$ cat config.mk
export PLATFORM = sky130hd
export DESIGN_NAME = fcbb_front
export DESIGN_NICKNAME = d
export VERILOG_FILES = /design/src/rtl/core/fcbb_pkg.sv /design/src/rtl/core/fcbb_front.sv
export SDC_FILE = /design/constraint.sdc
export NUM_CORES = 1
export LEC_CHECK = 0
export BUFFER_PORTS_ARGS = -buffer_cell sky130_fd_sc_hd__buf_4
export CAP_MARGIN = 20
export CELL_PAD_IN_SITES_DETAIL_PLACEMENT = 0
export CELL_PAD_IN_SITES_GLOBAL_PLACEMENT = 2
export CORE_MARGIN = 2
export CORE_UTILIZATION = 35
export DETAILED_ROUTE_END_ITERATION = 7
export HOLD_SLACK_MARGIN = 0.03
export MAX_ROUTING_LAYER = met4
export PLACE_DENSITY_LB_ADDON = 0.05
export SYNTH_ARGS = -nofsm -noshare
export SYNTH_HDL_FRONTEND = slang
export SYNTH_SLANG_ARGS = --single-unit
$ cat constraint.sdc
create_clock -name clk -period 5.65 [get_ports clk]
set_input_delay 0.565 -clock clk [delete_from_list [all_inputs] [get_ports clk]]
set_output_delay 0.565 -clock clk [all_outputs]
set_load 0.01 [all_outputs]
$ cat src/rtl/core/fcbb_pkg.sv
// Package for the frustum cull bounding box block.
// Holds register indexes, reset values and the shared vertex struct. No dependencies.
package fcbb_pkg;
  localparam int FRACTION_BITS_DEF = 16;
  localparam int SCREEN_LIMIT = 1000;
  localparam int CFG_IDX_W = 2;

  typedef enum logic [CFG_IDX_W-1:0] {
    REG_NEAR_PLANE  = 2'd0,
    REG_FAR_PLANE   = 2'd1,
    REG_HALF_WIDTH  = 2'd2,
    REG_HALF_HEIGHT = 2'd3
  } reg_idx_t;

  localparam logic signed [31:0] NEAR_RESET = 32'sd0;
  localparam logic signed [31:0] FAR_RESET = 32'sd65536;
  localparam logic [11:0] HALF_RESET = 12'd500;

  // Vertex handed from the front part to the back part.
  typedef struct packed {
    logic signed [31:0] x;
    logic signed [31:0] y;
    logic signed [31:0] z;
    logic signed [31:0] w;
    logic               div;
    logic               last;
    logic               empty;
  } vert_t;
endpackage

$ cat src/rtl/core/fcbb_front.sv
// Front part: accepts vertices, classifies them and feeds a two-entry queue.
// Depends on fcbb_pkg.
module fcbb_front (
  input  logic                 clk,
  input  logic                 rst,
  input  logic                 in_valid,
  output logic                 in_stall,
  input  fcbb_pkg::vert_t      in_vert,
  output logic                 q_valid,
  input  logic                 q_take,
  output fcbb_pkg::vert_t      q_vert
);
  fcbb_pkg::vert_t mem [2];
  logic rd_ptr, wr_ptr;
  logic [1:0] count;
  logic push, pop;
  fcbb_pkg::vert_t cls;

  always_comb begin
    cls = in_vert;
    cls.div = in_vert.w > 32'sd0;
  end

  assign in_stall = count == 2'd2;
  assign push = in_valid && !in_stall;
  assign q_valid = count != 2'd0;
  assign pop = q_valid && q_take;
  assign q_vert = mem[rd_ptr];

  always_ff @(posedge clk) begin
    if (push) mem[wr_ptr] <= cls;
  end

  always_ff @(posedge clk) begin
    if (rst) begin
      rd_ptr <= 1'b0;
      wr_ptr <= 1'b0;
      count <= 2'd0;
    end else begin
      if (push) wr_ptr <= !wr_ptr;
      if (pop) rd_ptr <= !rd_ptr;
      count <= count + {1'b0, push} - {1'b0, pop};
    end
  end
endmodule

### Word level (Yosys, flattened, before mapping)

Memory sizes are Yosys's and may differ from the RTL's. A register that Yosys moved wholly into a read port is not among the register bits.
Cells that the tools add are included.
W data, S select, Z words.

* memory bits (writable): 262
* output and inout port bits: 133
* register bits after elaboration: 4
* latch bits: 0
* memories kept: 1
* bits of input ports: 135
* logic and storage cells: 18
* bits in read-only memories: 0

Memories
* mem: words 2, bits a word 131, rd ports 1, clocked after Yosys merged registers in 1, wr ports 1, RTL line fcbb_front.sv:13 `fcbb_pkg::vert_t mem [2];`

* shifts and indexed selects: 0
* eq/ne operators: 1
* $mul: 0
* divide/modulo/power cells: 0
* reduce and logical (&&, ||, !) cells: 6
* magnitude comparators: 1
* $add $sub $neg: 2
* muxes and demuxes: 4
* bitwise gates (word level): 0

Operators by type and width (number)
* $gt A32 B1 Y1 const B: 1
* $mux W1: 4
* $logic_not A1 Y1: 3
* $add A2 B1 Y2: 1
* $eq A2 B2 Y1 const B: 1
* $logic_and A1 B1 Y1: 2
* $reduce_bool A2 Y1: 1
* $sub A2 B1 Y2: 1

### Depth between registers and ports, before layout

* depth in word-level cells: 5
* depth in mapped cells: 8
* mapped depth without buffers: 8

### Least setup slack after synthesis

Ideal clock, no wire load.

* path kind: input -> register
* from: input in_valid
* to: memory mem[1][0] (netlist bit) (enable)
* slack: 1.514 ns
* data required time: 5.144 ns
* arrival time: 3.629 ns
* stages: 1
* path buffers: 0
* library setup time: 0.506 ns
* cell sequence: and3_1

* cells in the longest elaborated chain, start to end: 3

RTL lines
* start: declaration: RTL line fcbb_front.sv:6 `input logic in_valid,`
* $logic_and A1 B1 Y1: RTL line fcbb_front.sv:25 `assign push = in_valid && !in_stall;`
* $mux W1: RTL line fcbb_front.sv:31 `if (push) mem[wr_ptr] <= cls;`
* $mux W1 (implied by the code): RTL line fcbb_front.sv:31
* end: declaration: RTL line fcbb_front.sv:13

No other way between the ends.

==> flow_summary.ini <==
[drt]
drt_first_pass_iters = 4
ant_nets = 0
vias = 5025
dr.first_iter.drc_count = 218
viasPerCell = 4.42
wl_per_cell_um = 18.5
drt-total-wl_um = 21000
drcViolationCount = 0

[global_routing]
antenna_found_initial = 1
grt_max_degree = 107
grt_pass1_wl_um = 31400
track_usage = 0.139
grt_pass1_vias = 5469
grt_overflow_total = 0

[sta]
rsz0062_at_grt = no
drv_slew = 0
finalSetupViolations = 0
worstMarginPinSlew_ps = 1020
finalHoldViolCount = 0
hold_slack_ps = 209
fin_skew_ps = 5.29
min_period_over_period = 0.581
finalSetupTns_ps = 0
max_slew_margin = 0.321
timing.fmax_mhz = 305
setup_slack_ps = 2370
period_minus_slack_ps = 3280

[clock_tree]
cts_made_buffers = 30
post-cts-setup-buffer-count = 0
htree_levels = 1
clk_path_buf_depth = 3
cts.sinks = 267
cts_tree = yes
cts_resized = 0
cts_hold_buf = 0
path_clk_slew_ps = 60
insertion_delay_ps = 540
cts_root_buf = clkbuf_16

[synth]
syn_area_um2 = 10100
synth-simple-area-share = 0.0115
yosys.area_share.xor_xnor = 0.00259
synthDistinctLibCells = 23
synth_fa_ha_area_frac = 0.00247
synth_top_family_by_area = multiplexers
synth_nets = 582
synth_area_per_cell_um2 = 22.8
synth-compound-area-share = 0.00222
ys_seq_area_frac = 0.786
yosys_warnings = 0
synth-edff-count = 262
synth_ff_type = edfxtp_1
ys_ff_latch = 267
async_reset_ff_frac = 0
synth_cells = 445
synth_mux_area_frac = 0.179

[power_and_ir_drop]
ir_drop_uv = 258
power.density_nw_per_um2 = 433
total_power_mw = 5.82
leakage_nw = 5.11

[setup_path]
startpoint_type = flip-flop
worstPathRequired_ps = 5090
crit_path_end_kind = output pin
arrival_ps = 2720
critical_path_class = flip-flop to output pin
crit_fanout = 70

[status]
status = completed

[final_layout]
areaGrowthSynthToFinish_pct = 32.5
final_nets = 870
final_cells = 1137
drive_gt1_frac = 0.584

[min_path]
hold_path_class = input port to flip-flop

[die]
die_h_um = 174
start_util = 0.354
fp.coreArea_um2 = 28600
row_count = 62
die_area_um2 = 30300
pin_count = 268
die_w_um = 174

[placement]
gp_congestion = 0.737
placed_cells = 1084
place_ws_ps = 2770
place_hpwl_um = 13700
portBuffers = 266

[run]
maxCapViolCount = 0
layout make-up:
class / instances / area [um^2]
clock inverters: 8 / 56.3
multi-input cells: 159 / 2010
clock buffers: 43 / 821
flip-flops and latches: 267 / 7970
fillers: 2457 / 15200
repair buffers: 271 / 2070
well taps: 384 / 480
inverters: 4 / 20.0
diodes: 1 / 2.50
final timing paths:
path	from	to	slack, ps	cells after the start
worst max register to register	count[0]$_SDFF_PP0_	mem[0][48]$_DFFE_PP_	3130	6
worst min-delay path	in_vert[66]	mem[0][66]$_DFFE_PP_	210	1
worst min register to register	wr_ptr$_SDFFE_PP0N_	wr_ptr$_SDFFE_PP0N_	490	2
worst max-delay path	flip-flop	q_vert[130]	2370	3
per-stage QoR:
step                      utilization  instance area [um^2]
after global routing            0.469                 13400
after floorplan                     -                 10100
final                           0.469                 13400
after CTS                       0.468                 13400
after global placement          0.437                 12500
after detailed placement        0.437                 12500
registers in the layout, summed over array words and instances, names as in the netlist, named ones only:
name and cells:
count 2, rd_ptr 1, wr_ptr 1, mem 262
cells by family after synthesis:
kind of cell	after synthesis
AOI/OAI and AO/OA	4
DFF	267
adders and majority gates	2
xor gates and xnor gates	3
and+or+nand+nor	19
muxes	131
buffers and inverters	19
power breakdown:
group	switching, mW	total [mW]	internal [mW]	leakage [nW]
Clock	0.712	1.75	1.04	0.421
Combinational	0.648	1.49	0.840	2.20
Sequential	0.120	2.58	2.46	2.49
Total	1.48	5.82	4.34	5.11
layer usage:
layer	wire length (um)	global-route usage
met5	0	-
met4	529	0.0424
met2	10400	0.230
met1	8260	0.159
met3	1840	0.0507
synthesized netlist by cell type (2+ instances only):
| library cell | number | area [um^2] |
|---|---|---|
| a21oi_1 | 2 | 10.0 |
| and4_1 | 2 | 17.5 |
| buf_2 | 4 | 20.0 |
| buf_6 | 10 | 113 |
| dfxtp_1 | 5 | 100 |
| edfxtp_1 | 262 | 7870 |
| ha_1 | 2 | 25.0 |
| inv_1 | 4 | 15.0 |
| mux2_2 | 41 | 462 |
| mux2_4 | 90 | 1350 |
| nor2_1 | 3 | 11.3 |
| nor4_1 | 8 | 50.1 |
| xnor2_1 | 2 | 17.5 |
cells in the final DEF, fill, tap and decap left out, types with 3 or more instances in the layout:
cell / netlist / final
buf_4: 0 / 269
clkbuf_1: 0 / 12
clkbuf_16: 0 / 31
clkinv_1: 0 / 7
dfxtp_1: 5 / 4
edfxtp_1: 262 / 262
inv_1: 4 / 3
mux2_2: 41 / 41
mux2_4: 90 / 90
nor2_1: 3 / 3
nor4_1: 8 / 8
worst max-delay path: stages (launching register included):
cell and delay, ps:
dfxtp_4 980, buf_12 530, mux2_2 400, buf_4 140
(Power assumes the default switching activity.)
